**src/design/bed_pkg.sv**
```systemverilog
// shared types, codes and window kernel for the 3x3 binary morphology block
`timescale 1ns / 1ps
package bed_pkg;

    // configuration register indexes
    localparam logic [1:0] CFG_FRAME_WIDTH  = 2'd0;
    localparam logic [1:0] CFG_FRAME_HEIGHT = 2'd1;
    localparam logic [1:0] CFG_CONNECTIVITY = 2'd2;
    localparam logic [1:0] CFG_OPERATION    = 2'd3;

    // item opcodes
    localparam logic OPC_PIXEL = 1'b0;
    localparam logic OPC_FLUSH = 1'b1;

    // operation codes
    localparam logic [2:0] OP_ERODE     = 3'd0;
    localparam logic [2:0] OP_DILATE    = 3'd1;
    localparam logic [2:0] OP_GRADIENT  = 3'd2;
    localparam logic [2:0] OP_GRAD_INT  = 3'd3;
    localparam logic [2:0] OP_GRAD_EXT  = 3'd4;

    // neighborhood masks, bit index = row*3 + column
    localparam logic [8:0] NBR_CROSS  = 9'h0AA;
    localparam logic [8:0] NBR_SQUARE = 9'h1EF;

    // window positions that fall outside the frame at each border
    localparam logic [8:0] MASK_TOP    = 9'h007;
    localparam logic [8:0] MASK_BOTTOM = 9'h1C0;
    localparam logic [8:0] MASK_LEFT   = 9'h049;
    localparam logic [8:0] MASK_RIGHT  = 9'h124;

    localparam logic [7:0] PIXEL_ON  = 8'd255;
    localparam logic [7:0] PIXEL_OFF = 8'd0;

    // border position of the output pixel
    typedef struct packed {
        logic top;
        logic bottom;
        logic left;
        logic right;
        logic frame_end;
    } border_t;

    function automatic logic morph_pixel(
        input logic [8:0] win,
        input border_t    border,
        input logic       conn,
        input logic [2:0] op
    );
        logic [8:0] valid;
        logic [8:0] nbr;
        logic [8:0] seen;
        logic       centre;
        logic       ero;
        logic       dil;
        logic       res;
        valid = 9'h1FF;
        if (border.top)    valid = valid & ~MASK_TOP;
        if (border.bottom) valid = valid & ~MASK_BOTTOM;
        if (border.left)   valid = valid & ~MASK_LEFT;
        if (border.right)  valid = valid & ~MASK_RIGHT;
        nbr    = conn ? NBR_SQUARE : NBR_CROSS;
        centre = win[4];
        seen   = win & valid & nbr;
        ero    = centre && (seen == nbr);
        dil    = centre || (seen != 9'd0);
        case (op)
            OP_ERODE:    res = ero;
            OP_DILATE:   res = dil;
            OP_GRADIENT: res = dil & ~ero;
            OP_GRAD_INT: res = centre & ~ero;
            OP_GRAD_EXT: res = dil & ~centre;
            default:     res = 1'b0;
        endcase
        return res;
    endfunction

endpackage

```
**src/design/binary_erode_dilate_3x3.sv**
```systemverilog
// top level of the streaming 3x3 binary erosion / dilation block
// a result passes stage b and then the output register after its item is accepted
// (the output pixel trails the input stream by one image row plus one pixel of items)
// throughput: one item per cycle unless stalled, each buffer one read and write a cycle
// reset: counters, window and output valid clear, configuration returns to its defaults;
// line buffers are not cleared, border masking hides entries not yet written
`timescale 1ns / 1ps
module binary_erode_dilate_3x3
    import bed_pkg::*;
#(
    parameter int MAX_WIDTH  = 1024,
    parameter int MAX_HEIGHT = 1024
) (
    input  logic        aclk,
    input  logic        aresetn,
    // configuration write port
    input  logic        cfg_wr_en,
    input  logic [1:0]  cfg_index,
    input  logic [10:0] cfg_wdata,
    // input items
    input  logic        s_valid,
    output logic        s_ready,
    input  logic        s_opcode,
    input  logic [7:0]  s_pixel_in,
    // result items
    output logic        m_valid,
    input  logic        m_ready,
    output logic [7:0]  m_pixel_out,
    output logic        m_frame_end
);

    // column index, dimension and row counter widths
    localparam int CW = $clog2(MAX_WIDTH);
    localparam int DW = $clog2(MAX_WIDTH + 1);
    localparam int HW = $clog2(MAX_HEIGHT + 1);
    localparam int RW = $clog2(MAX_HEIGHT + 2);
    localparam int WIDTH_RST  = (640 > MAX_WIDTH) ? MAX_WIDTH : 640;
    localparam int HEIGHT_RST = (480 > MAX_HEIGHT) ? MAX_HEIGHT : 480;

    // ------------------------------------------------------------------
    // configuration, dimensions stored already clamped to 1..max
    // ------------------------------------------------------------------
    logic [DW-1:0] width_reg;
    logic [HW-1:0] height_reg;
    logic          conn_reg;
    logic [2:0]    op_reg;
    int            cfg_val;

    assign cfg_val = int'(cfg_wdata);

    always_ff @(posedge aclk) begin
        if (!aresetn) begin
            width_reg  <= DW'(WIDTH_RST);
            height_reg <= HW'(HEIGHT_RST);
            conn_reg   <= 1'b1;
            op_reg     <= OP_ERODE;
        end else if (cfg_wr_en) begin
            case (cfg_index)
                CFG_FRAME_WIDTH: begin
                    if (cfg_val == 0) begin
                        width_reg <= DW'(1);
                    end else if (cfg_val > MAX_WIDTH) begin
                        width_reg <= DW'(MAX_WIDTH);
                    end else begin
                        width_reg <= DW'(cfg_val);
                    end
                end
                CFG_FRAME_HEIGHT: begin
                    if (cfg_val == 0) begin
                        height_reg <= HW'(1);
                    end else if (cfg_val > MAX_HEIGHT) begin
                        height_reg <= HW'(MAX_HEIGHT);
                    end else begin
                        height_reg <= HW'(cfg_val);
                    end
                end
                CFG_CONNECTIVITY: conn_reg <= cfg_wdata[0];
                CFG_OPERATION:    op_reg   <= cfg_wdata[2:0];
                default: ;
            endcase
        end
    end

    // ------------------------------------------------------------------
    // handshake: stage b holds the item whose buffer reads are in flight
    // ------------------------------------------------------------------
    logic    b_valid_reg;
    logic    b_emit_reg;
    logic    b_bit_reg;
    logic [CW-1:0] b_col_reg;
    border_t b_border_reg;
    logic    m_valid_reg;
    logic    out_free;
    logic    b_go;
    logic    accept;

    assign out_free = !m_valid_reg || m_ready;
    // an item that makes no result passes without an output slot
    assign b_go     = b_valid_reg && (out_free || !b_emit_reg);
    assign s_ready  = !b_valid_reg || b_go;
    assign accept   = s_valid && s_ready;

    // ------------------------------------------------------------------
    // raster position of the accepted item and of the pixel it completes
    // ------------------------------------------------------------------
    logic [CW-1:0] col_reg;
    logic [CW-1:0] col_next;
    logic [RW-1:0] row_reg;
    logic [RW-1:0] row_next;
    logic          col_wrap;
    logic [CW-1:0] a_col;
    logic [RW-1:0] a_row;
    logic          a_emit;
    logic [CW-1:0] ox;
    logic [RW-1:0] oy;
    border_t       a_border;
    logic          row_done;
    logic          a_bit;

    always_comb begin
        // width shrunk between frames: wrap to the next row
        col_wrap = 32'(col_reg) >= 32'(width_reg);
        a_col    = col_wrap ? '0 : col_reg;
        a_row    = col_wrap ? RW'(row_reg + RW'(1)) : row_reg;
        a_emit   = (32'(a_row) >= 32'd2) || ((32'(a_row) == 32'd1) && (a_col != '0));

        if (a_col != '0) begin
            ox = CW'(a_col - CW'(1));
            oy = RW'(a_row - RW'(1));
        end else begin
            ox = CW'(width_reg - DW'(1));
            oy = RW'(a_row - RW'(2));
        end

        a_border.top       = (oy == '0);
        a_border.bottom    = (32'(oy) + 32'd1) >= 32'(height_reg);
        a_border.left      = (ox == '0);
        a_border.right     = (32'(ox) + 32'd1) >= 32'(width_reg);
        a_border.frame_end = a_emit && a_border.right && a_border.bottom;

        row_done = (32'(a_col) + 32'd1) >= 32'(width_reg);
        if (a_border.frame_end) begin
            col_next = '0;
            row_next = '0;
        end else if (row_done) begin
            col_next = '0;
            row_next = RW'(a_row + RW'(1));
        end else begin
            col_next = CW'(a_col + CW'(1));
            row_next = a_row;
        end

        a_bit = (s_opcode == OPC_PIXEL) && (s_pixel_in != 8'd0);
    end

    always_ff @(posedge aclk) begin
        if (!aresetn) begin
            col_reg <= '0;
            row_reg <= '0;
        end else if (accept) begin
            col_reg <= col_next;
            row_reg <= row_next;
        end
    end

    // ------------------------------------------------------------------
    // line buffers: middle written on accept, upper written as the item
    // leaves stage b with the middle bit it read
    // ------------------------------------------------------------------
    logic up_rd;
    logic mid_rd;
    logic byp_hit;
    logic byp_reg;
    logic byp_val_reg;
    logic up_bit;

    bed_line_buffer #(
        .DEPTH (MAX_WIDTH),
        .AW    (CW)
    ) u_lb_middle (
        .aclk    (aclk),
        .wr_en   (accept),
        .wr_addr (a_col),
        .wr_data (a_bit),
        .rd_en   (accept),
        .rd_addr (a_col),
        .rd_data (mid_rd)
    );

    bed_line_buffer #(
        .DEPTH (MAX_WIDTH),
        .AW    (CW)
    ) u_lb_upper (
        .aclk    (aclk),
        .wr_en   (b_go),
        .wr_addr (b_col_reg),
        .wr_data (mid_rd),
        .rd_en   (accept),
        .rd_addr (a_col),
        .rd_data (up_rd)
    );

    // one-pixel rows: the upper write of the item ahead lands on the same edge
    assign byp_hit = b_valid_reg && (b_col_reg == a_col);

    always_ff @(posedge aclk) begin
        if (accept) begin
            byp_reg      <= byp_hit;
            byp_val_reg  <= mid_rd;
            b_col_reg    <= a_col;
            b_bit_reg    <= a_bit;
            b_emit_reg   <= a_emit;
            b_border_reg <= a_border;
        end
    end

    assign up_bit = byp_reg ? byp_val_reg : up_rd;

    always_ff @(posedge aclk) begin
        if (!aresetn) begin
            b_valid_reg <= 1'b0;
        end else if (accept) begin
            b_valid_reg <= 1'b1;
        end else if (b_go) begin
            b_valid_reg <= 1'b0;
        end
    end

    // ------------------------------------------------------------------
    // window: two column cells hold the left and middle columns, the new
    // column enters on the right and the leftmost one drops out
    // ------------------------------------------------------------------
    logic [2:0] cell_in [3];
    logic [2:0] cell_q  [1:2];
    logic [8:0] win_next;

    assign cell_in[2] = {b_bit_reg, mid_rd, up_bit};

    for (genvar c = 0; c < 3; c++) begin : g_cell
        if (c < 2) begin : g_link
            assign cell_in[c] = cell_q[c + 1];
        end
        if (c > 0) begin : g_hold
            bed_window_cell u_cell (
                .aclk     (aclk),
                .aresetn  (aresetn),
                .shift_en (b_go),
                .col_in   (cell_in[c]),
                .col_out  (cell_q[c])
            );
        end
        for (genvar r = 0; r < 3; r++) begin : g_row
            assign win_next[r * 3 + c] = cell_in[c][r];
        end
    end

    // ------------------------------------------------------------------
    // output register
    // ------------------------------------------------------------------
    logic [7:0] m_pixel_out_reg;
    logic       m_frame_end_reg;

    always_ff @(posedge aclk) begin
        if (!aresetn) begin
            m_valid_reg <= 1'b0;
        end else if (b_go && b_emit_reg) begin
            m_valid_reg <= 1'b1;
        end else if (m_ready) begin
            m_valid_reg <= 1'b0;
        end
    end

    always_ff @(posedge aclk) begin
        if (b_go && b_emit_reg) begin
            m_pixel_out_reg <= morph_pixel(win_next, b_border_reg, conn_reg, op_reg)
                               ? PIXEL_ON : PIXEL_OFF;
            m_frame_end_reg <= b_border_reg.frame_end;
        end
    end

    assign m_valid     = m_valid_reg;
    assign m_pixel_out = m_pixel_out_reg;
    assign m_frame_end = m_frame_end_reg;

endmodule

```
**src/design/bed_line_buffer.sv**
```systemverilog
// one-bit line buffer memory with one write port and a registered read port
`timescale 1ns / 1ps
module bed_line_buffer #(
    parameter int DEPTH = 1024,
    parameter int AW    = 10
) (
    input  logic          aclk,
    input  logic          wr_en,
    input  logic [AW-1:0] wr_addr,
    input  logic          wr_data,
    input  logic          rd_en,
    input  logic [AW-1:0] rd_addr,
    output logic          rd_data
);

    logic mem [DEPTH];
    logic rd_data_reg;

    always_ff @(posedge aclk) begin
        if (wr_en) begin
            mem[wr_addr] <= wr_data;
        end
    end

    // read-before-write on a shared address
    always_ff @(posedge aclk) begin
        if (rd_en) begin
            rd_data_reg <= mem[rd_addr];
        end
    end

    assign rd_data = rd_data_reg;

endmodule

```
**src/design/bed_window_cell.sv**
```systemverilog
// one column of the 3x3 window, handed to its left neighbor on every shift
`timescale 1ns / 1ps
module bed_window_cell (
    input  logic       aclk,
    input  logic       aresetn,
    input  logic       shift_en,
    input  logic [2:0] col_in,
    output logic [2:0] col_out
);

    logic [2:0] col_reg;
    logic [2:0] col_next;

    assign col_next = shift_en ? col_in : col_reg;

    always_ff @(posedge aclk) begin
        if (!aresetn) begin
            col_reg <= 3'd0;
        end else begin
            col_reg <= col_next;
        end
    end

    assign col_out = col_reg;

endmodule
```
**config.mk**
```make
export PLATFORM = sky130hd
export DESIGN_NAME = binary_erode_dilate_3x3
export DESIGN_NICKNAME = d
export VERILOG_FILES = /design/src/design/bed_pkg.sv /design/src/design/binary_erode_dilate_3x3.sv /design/src/design/bed_line_buffer.sv /design/src/design/bed_window_cell.sv
export SDC_FILE = /design/constraint.sdc
export NUM_CORES = 2
export LEC_CHECK = 0
export BUFFER_PORTS_ARGS = -buffer_cell sky130_fd_sc_hd__buf_2
export CORE_MARGIN = 4
export CORE_UTILIZATION = 45
export DETAILED_ROUTE_END_ITERATION = 16
export GPL_TIMING_DRIVEN = 0
export MAX_ROUTING_LAYER = met4
export SLEW_MARGIN = 20
export SYNTH_ARGS = -nofsm -noshare
export SYNTH_HDL_FRONTEND = slang
export SYNTH_HIERARCHICAL = 1
export SYNTH_SLANG_ARGS = --single-unit
```
**constraint.sdc**
```tcl
create_clock -name aclk -period 38.3 [get_ports aclk]
set_clock_uncertainty 0.2 [all_clocks]
set_input_delay 1.915 -clock aclk [delete_from_list [all_inputs] [get_ports aclk]]
set_output_delay 1.915 -clock aclk [all_outputs]
set_load 0.01 [all_outputs]
```
# Yosys cells after proc, flatten, opt, wreduce, memory -nomap -nowiden
# Memory sizes are Yosys's and may differ from the RTL's. A register that Yosys moved wholly into a read port is not among the register bits.
# Cells that the tools add are included.
dict set report word_totals {
  reg_bits 83
  mem_bits_rw 2048
  word_cells 117
  memories 2
}
# name depth word_bits rd rd_clocked_by_memory_dff wr line_no
set mem_list {}
lappend mem_list {u_lb_middle.mem 1024 1 1 1 1 bed_line_buffer.sv:16} ;# logic mem [DEPTH];
lappend mem_list {u_lb_upper.mem 1024 1 1 1 1 bed_line_buffer.sv:16}
dict set report classes {
  addsub 10
  n_lt_le_gt_ge 6
  n_eq_ne 10
  muxes 28
  bitwise 8
  reduce_logical 31
}
# op n
set op_table {}
lappend op_table {{$mux 11} 6}
lappend op_table {{$mux 10} 4}
lappend op_table {{$mux 9} 4}
lappend op_table {{$logic_not 32->1} 1}
lappend op_table {{$add 10x1->11 const B} 2}
lappend op_table {{$add 11x1->11 const B} 2}
lappend op_table {{$ge 11x11->1} 2}
lappend op_table {{$sub 10x1->10 const B} 2}
lappend op_table {{$and 9x9->9} 2}
lappend op_table {{$add 11x1->12 const B} 1}
lappend op_table {{$ge 12x11->1} 1}
lappend op_table {{$eq 11x1->1 const B} 1}
lappend op_table {{$ge 10x11->1} 1}
lappend op_table {{$ge 11x2->1 const B} 1}
lappend op_table {{$gt 11x11->1 const B} 1}
lappend op_table {{$logic_not 11->1} 1}
lappend op_table {{$sub 11x1->11 const B} 1}
lappend op_table {{$sub 11x2->11 const B} 1}
lappend op_table {{$add 10x1->10 const B} 1}
lappend op_table {{$eq 10x10->1} 1}
lappend op_table {{$logic_not 10->1} 1}
lappend op_table {{$mux 1} 10}
lappend op_table {{$reduce_bool 10->1} 1}
lappend op_table {{$eq 9x9->1} 1}
lappend op_table {{other kinds (20)} 44}

# Logic depth before layout (Yosys ltp)
dict set report depth {
  word_depth 15
  ltp_mapped 31
  depth_no_buf 29
}

# Modules after synthesis
# Netlist, hierarchy kept.
# module instances cells_each area_each_um2
set modules_own_cells {}
lappend modules_own_cells {bed_line_buffer 2 3112 44666.6}
lappend modules_own_cells {binary_erode_dilate_3x3 1 716 5957.0}
lappend modules_own_cells {bed_window_cell 2 9 108.9}

# Worst setup path before layout
# Ideal clock, no wire load.
dict set report synth_path {
  path_kind {input port to flip-flop}
  from {input port s_pixel_in[0]}
  to {register b_bit_reg (data pin)}
  setup_time_ps 5716
  t_arrival_ps 29188
  slack_ps 3196
  stages 2
  cell_sequence {nor4_1 -> a21oi_1}
}
dict set report synth_between {
  elab_chain_cells 2
}
# element line_no
set synth_lines {}
lappend synth_lines {{start, declared} binary_erode_dilate_3x3.sv:24} ;# input logic [7:0] s_pixel_in,
lappend synth_lines {{$reduce_bool 8->1} binary_erode_dilate_3x3.sv:153} ;# a_bit = (s_opcode == OPC_PIXEL) && (s_pixel_in != 8'd0);
lappend synth_lines {{$logic_and 1x1->1} binary_erode_dilate_3x3.sv:153}
lappend synth_lines {{net a_bit} binary_erode_dilate_3x3.sv:118} ;# logic a_bit;
lappend synth_lines {{end signal, assigned} binary_erode_dilate_3x3.sv:211} ;# b_bit_reg <= a_bit;
lappend synth_lines {{end, declared} binary_erode_dilate_3x3.sv:89} ;# logic b_bit_reg;
# The timed path passes the listed nets, and every way through them passes these cells.
# A chain may end at the register's enable or synchronous reset.

# Worst setup path in the final report
dict set report layout_path {
  from {register width_reg[4]}
  to {register u_lb_upper.rd_data_reg (netlist: u_lb_upper/rd_data), read port of u_lb_upper.mem (data pin)}
}
dict set report layout_between {
  elab_chain_cells 2
}
# element line_no
set layout_lines {}
lappend layout_lines {{start, declared} binary_erode_dilate_3x3.sv:43} ;# logic [DW-1:0] width_reg;
lappend layout_lines {{start signal, assigned} binary_erode_dilate_3x3.sv:53} ;# width_reg <= DW'(WIDTH_RST);
lappend layout_lines {{start signal, assigned} binary_erode_dilate_3x3.sv:63} ;# width_reg <= DW'(MAX_WIDTH);
lappend layout_lines {{start signal, assigned} binary_erode_dilate_3x3.sv:65} ;# width_reg <= DW'(cfg_val);
lappend layout_lines {{$ge 10x11->1} binary_erode_dilate_3x3.sv:122} ;# col_wrap = 32'(col_reg) >= 32'(width_reg);
lappend layout_lines {{$mux 10} binary_erode_dilate_3x3.sv:123} ;# a_col = col_wrap ? '0 : col_reg;
lappend layout_lines {{net a_col[2]} binary_erode_dilate_3x3.sv:111} ;# logic [CW-1:0] a_col;
lappend layout_lines {{end, declared} bed_line_buffer.sv:17} ;# logic rd_data_reg;
# The timed path passes the listed nets, and every way through them passes these cells.

==> results.cfg <==
[die]
coreArea_mm2 = 0.210
floorplan.die_area_mm2 = 0.220
fp.dieW_um = 469
design.portCount = 38
effective_utilization_at_floorplan_pct = 45.4
chipHeight_um = 469
std_cell_rows = 168

[logic_synthesis]
synth_top_area_share_pct = 65.1
yosysWarnings = 6
syn-mean-instance-area_um2 = 13.7
ys_seq_area_share_pct = 66.3
synthesis.nets = 7043
synth.cell_area_mm2 = 0.0955
synth.area.top_cells = sky130_fd_sc_hd__edfxtp_1 65%, sky130_fd_sc_hd__mux4_2 9.4%, sky130_fd_sc_hd__nor2_1 8.4%
post_synth_num_cell_types = 92
dominantRegCellSynth = sky130_fd_sc_hd__edfxtp_1
syn-instance-count = 6958
synth_edf_count = 2071
ys_ff_latch = 2126
synth_top_area_cell = sky130_fd_sc_hd__edfxtp_1
async_flop_share_pct = 0

[clocking]
cts_buffers = 218
htreeDepth = 4
clock_path_buffers = 3
clockRootBuffer = sky130_fd_sc_hd__clkbuf_16
post_cts.resized_instances = 0
hold_buffers = 0
clock_insertion_delay_at_the_later_pin_of_the_skew_report_ps = 900
cts_tree = built
post-cts-setup-buffer-count = 0
cts_num_sinks = 2126
path_clk_slew_ps = 60

[setup_path]
critical_path.endpoint_type = register
crit_required_ps = 38460
ff2ff_path_depth = 20
arrival_ps = 9490
timing.critical_path.from_type = register
critPathKind = reg -> reg
critical_path_peak_fanout = 10

[placement]
io_buffers = 36
placed_cell_area_mm2 = 0.101
place_worst_setup_slack_ps = 29360
gp_congestion = 0.992
place_inst = 9885
detailed_place_hpwl_um = 233000

[power_and_ir_drop]
clkPwrFrac_pct = 38.6
vdd.ir_drop.worst_mv = 0.0510
p_int_mw = 4.02
switchingPower_mw = 1.37
seqPwrFrac_pct = 48.2
power_density_mw_per_mm2 = 49.8
power.total_mw = 5.39
power.static_leakage_nw = 32.2
power.share.switching_pct = 25.5
power.combinational.fraction_pct = 13.2

[detailed_routing]
drcViolationCount = 0
routed_wirelength_um = 351000
detailedRoute.firstIterationViolations = 11800
routedWlPerCell_um = 34.1
dr_total_vias = 66000
detail-route-antenna-nets = 0
dr.pass1.iters = 7
via_per_inst = 6.40

[final_layout]
instances_no_fill = 10300
num-nets-final = 7385
share_of_cells_above_drive_strength_1_pct = 14.6
final_core_utilization_pct = 51.4
mostFrequentLayoutCell = sky130_fd_sc_hd__nor2_1
layout_top_registers = u_lb_middle/mem (1024), u_lb_upper/mem (1024)
most-common-layout-cells = 2121 x sky130_fd_sc_hd__nor2_1, 2071 x sky130_fd_sc_hd__edfxtp_1, 400 x sky130_fd_sc_hd__mux4_2, 379 x sky130_fd_sc_hd__clkbuf_1, 259 x sky130_fd_sc_hd__mux2i_1
areaGrowthSynthToFinish_pct = 13.2
finished_cell_area_mm2 = 0.108

[global_route]
global_route_wire_length_before_repair_um = 482000
grt_overflow_total = 0
number_of_global_route_vias_before_repair = 62500
gr-usage-all-layers_pct = 32.6
antenna_found_initial = 17
maximum_number_of_pins_on_one_net_before_global_route_repair = 42

[sta]
setup_tns_ps = 0
finalSetupViolations = 0
worst_relative_slew_slack_pct = 11.6
hold_slack_ps = 221
period_minus_slack_ps = 9330
finalCritPeriodShare_pct = 24.4
slew_viol_final = 0
timing_hold_violations_final = 0
rsz0062_at_grt = false
timing.final.ws_setup_ps = 28970
max_freq_ghz = 0.107
max_slew.worst_pin.slew_ps = 1330

[worst_hold_path]
hold_path_depth = 0
hold_path.class = reg -> reg

[flow_run]
maxCapViolations = 0

[run_status]
run_status = finished, final reports clean
## routing by layer
metal / routed length [µm] / part of all wire (%) / up-vias / track usage (%)
met3: 49500 / 14 / 973 / 9.96
li1: - / - / 26400 / -
met5: 0 / 0 / - / -
met2: 151000 / 43 / 4708 / 46.0
met1: 131000 / 37 / 33900 / 43.5
met4: 19700 / 5.6 / 0 / 14.7
## cell type report
type	count	area, µm²
Clock inverter	133	1180
Timing Repair Buffer	122	2040
Buffer	639	3150
Clock buffer	265	5660
Sequential cell	2126	63300
Antenna cell	17	42.5
Tap cell	2805	3510
Multi-Input combinational cell	4122	29000
Inverter	71	267
Fill cell	17900	102000
## power by group through the flow
stage	Sequential [mW]	Combinational, mW	Clock, mW
2_1_floorplan	2.75	0.381	0
4_1_cts	2.60	0.695	2.10
3_3_place_gp	2.83	0.608	0
3_5_place_dp	2.65	0.694	0
6_report	2.60	0.713	2.08
5_1_grt	2.60	0.734	2.20
## synth_stat cells (14+ instances only)
library cell                number
sky130_fd_sc_hd__edfxtp_1     2071
sky130_fd_sc_hd__buf_6          37
sky130_fd_sc_hd__nand2b_1       21
sky130_fd_sc_hd__a211oi_1       14
sky130_fd_sc_hd__o21ai_0        42
sky130_fd_sc_hd__nor2b_1        35
sky130_fd_sc_hd__buf_4          34
sky130_fd_sc_hd__nor3b_1        25
sky130_fd_sc_hd__nor4_1         19
sky130_fd_sc_hd__nand3_1        97
sky130_fd_sc_hd__nand4_1        37
sky130_fd_sc_hd__mux2i_1       259
sky130_fd_sc_hd__mux4_1         28
sky130_fd_sc_hd__xor2_1         26
sky130_fd_sc_hd__xnor2_1        40
sky130_fd_sc_hd__inv_1          62
sky130_fd_sc_hd__a21oi_1       122
sky130_fd_sc_hd__o221ai_1       99
sky130_fd_sc_hd__and2_1         17
sky130_fd_sc_hd__a2111oi_0      15
sky130_fd_sc_hd__clkbuf_1      390
sky130_fd_sc_hd__nor3_1         96
sky130_fd_sc_hd__a31oi_1        15
sky130_fd_sc_hd__o21ai_1        14
sky130_fd_sc_hd__a22oi_1        35
sky130_fd_sc_hd__mux4_2        400
sky130_fd_sc_hd__a22o_1         18
sky130_fd_sc_hd__buf_2          43
sky130_fd_sc_hd__ha_1           58
sky130_fd_sc_hd__dfxtp_1        55
sky130_fd_sc_hd__buf_1         115
sky130_fd_sc_hd__nor2_1       2128
sky130_fd_sc_hd__o22ai_1        60
sky130_fd_sc_hd__nand2_1       236
sky130_fd_sc_hd__and3_1         18
## cells by family (layout without fill, tap and decap cells)
kind of cell             Yosys count  count (layout)  synth area share [%]
adder cells (fa/ha/maj)           58              58                 0.760
XOR/XNOR                          73              73                 0.736
buffers and inverters            710            1230                  3.49
flip-flops                      2126            2126                  66.3
other                              0              17                     0
AND/OR/NAND/NOR                 2780            2780                  11.9
multiplexers                     694             694                  13.0
AO/OA/AOI/OAI                    517             517                  3.85
## worst max-delay path, stage by stage (launching register included)
cell	delay, ps
sky130_fd_sc_hd__dfxtp_1	420
sky130_fd_sc_hd__inv_1	150
sky130_fd_sc_hd__ha_1	340
sky130_fd_sc_hd__a21oi_1	150
sky130_fd_sc_hd__o21ai_0	210
sky130_fd_sc_hd__a21o_1	280
sky130_fd_sc_hd__a21oi_1	410
sky130_fd_sc_hd__clkbuf_1	590
sky130_fd_sc_hd__nand2_1	370
sky130_fd_sc_hd__inv_1	330
sky130_fd_sc_hd__clkbuf_1	830
sky130_fd_sc_hd__clkinv_1	1110
sky130_fd_sc_hd__buf_4	580
sky130_fd_sc_hd__clkbuf_2	460
sky130_fd_sc_hd__clkbuf_1	580
sky130_fd_sc_hd__a21oi_1	290
sky130_fd_sc_hd__nor3_1	70
sky130_fd_sc_hd__nor3_1	430
sky130_fd_sc_hd__nor2_1	120
sky130_fd_sc_hd__o311ai_1	190
sky130_fd_sc_hd__o2111ai_1	660
## final timing paths
| check | from | end | slack [ps] |
|---|---|---|---|
| worst min register to register | b_border_reg[0] | m_frame_end | 220 |
| worst max register to register | width_reg[4] | u_lb_upper/rd_data | 28970 |
| worst min-delay path | b_border_reg[0] | m_frame_end | 220 |
| worst max-delay path | width_reg[4] | u_lb_upper/rd_data | 28970 |
Power figures use the tool's default switching activity.
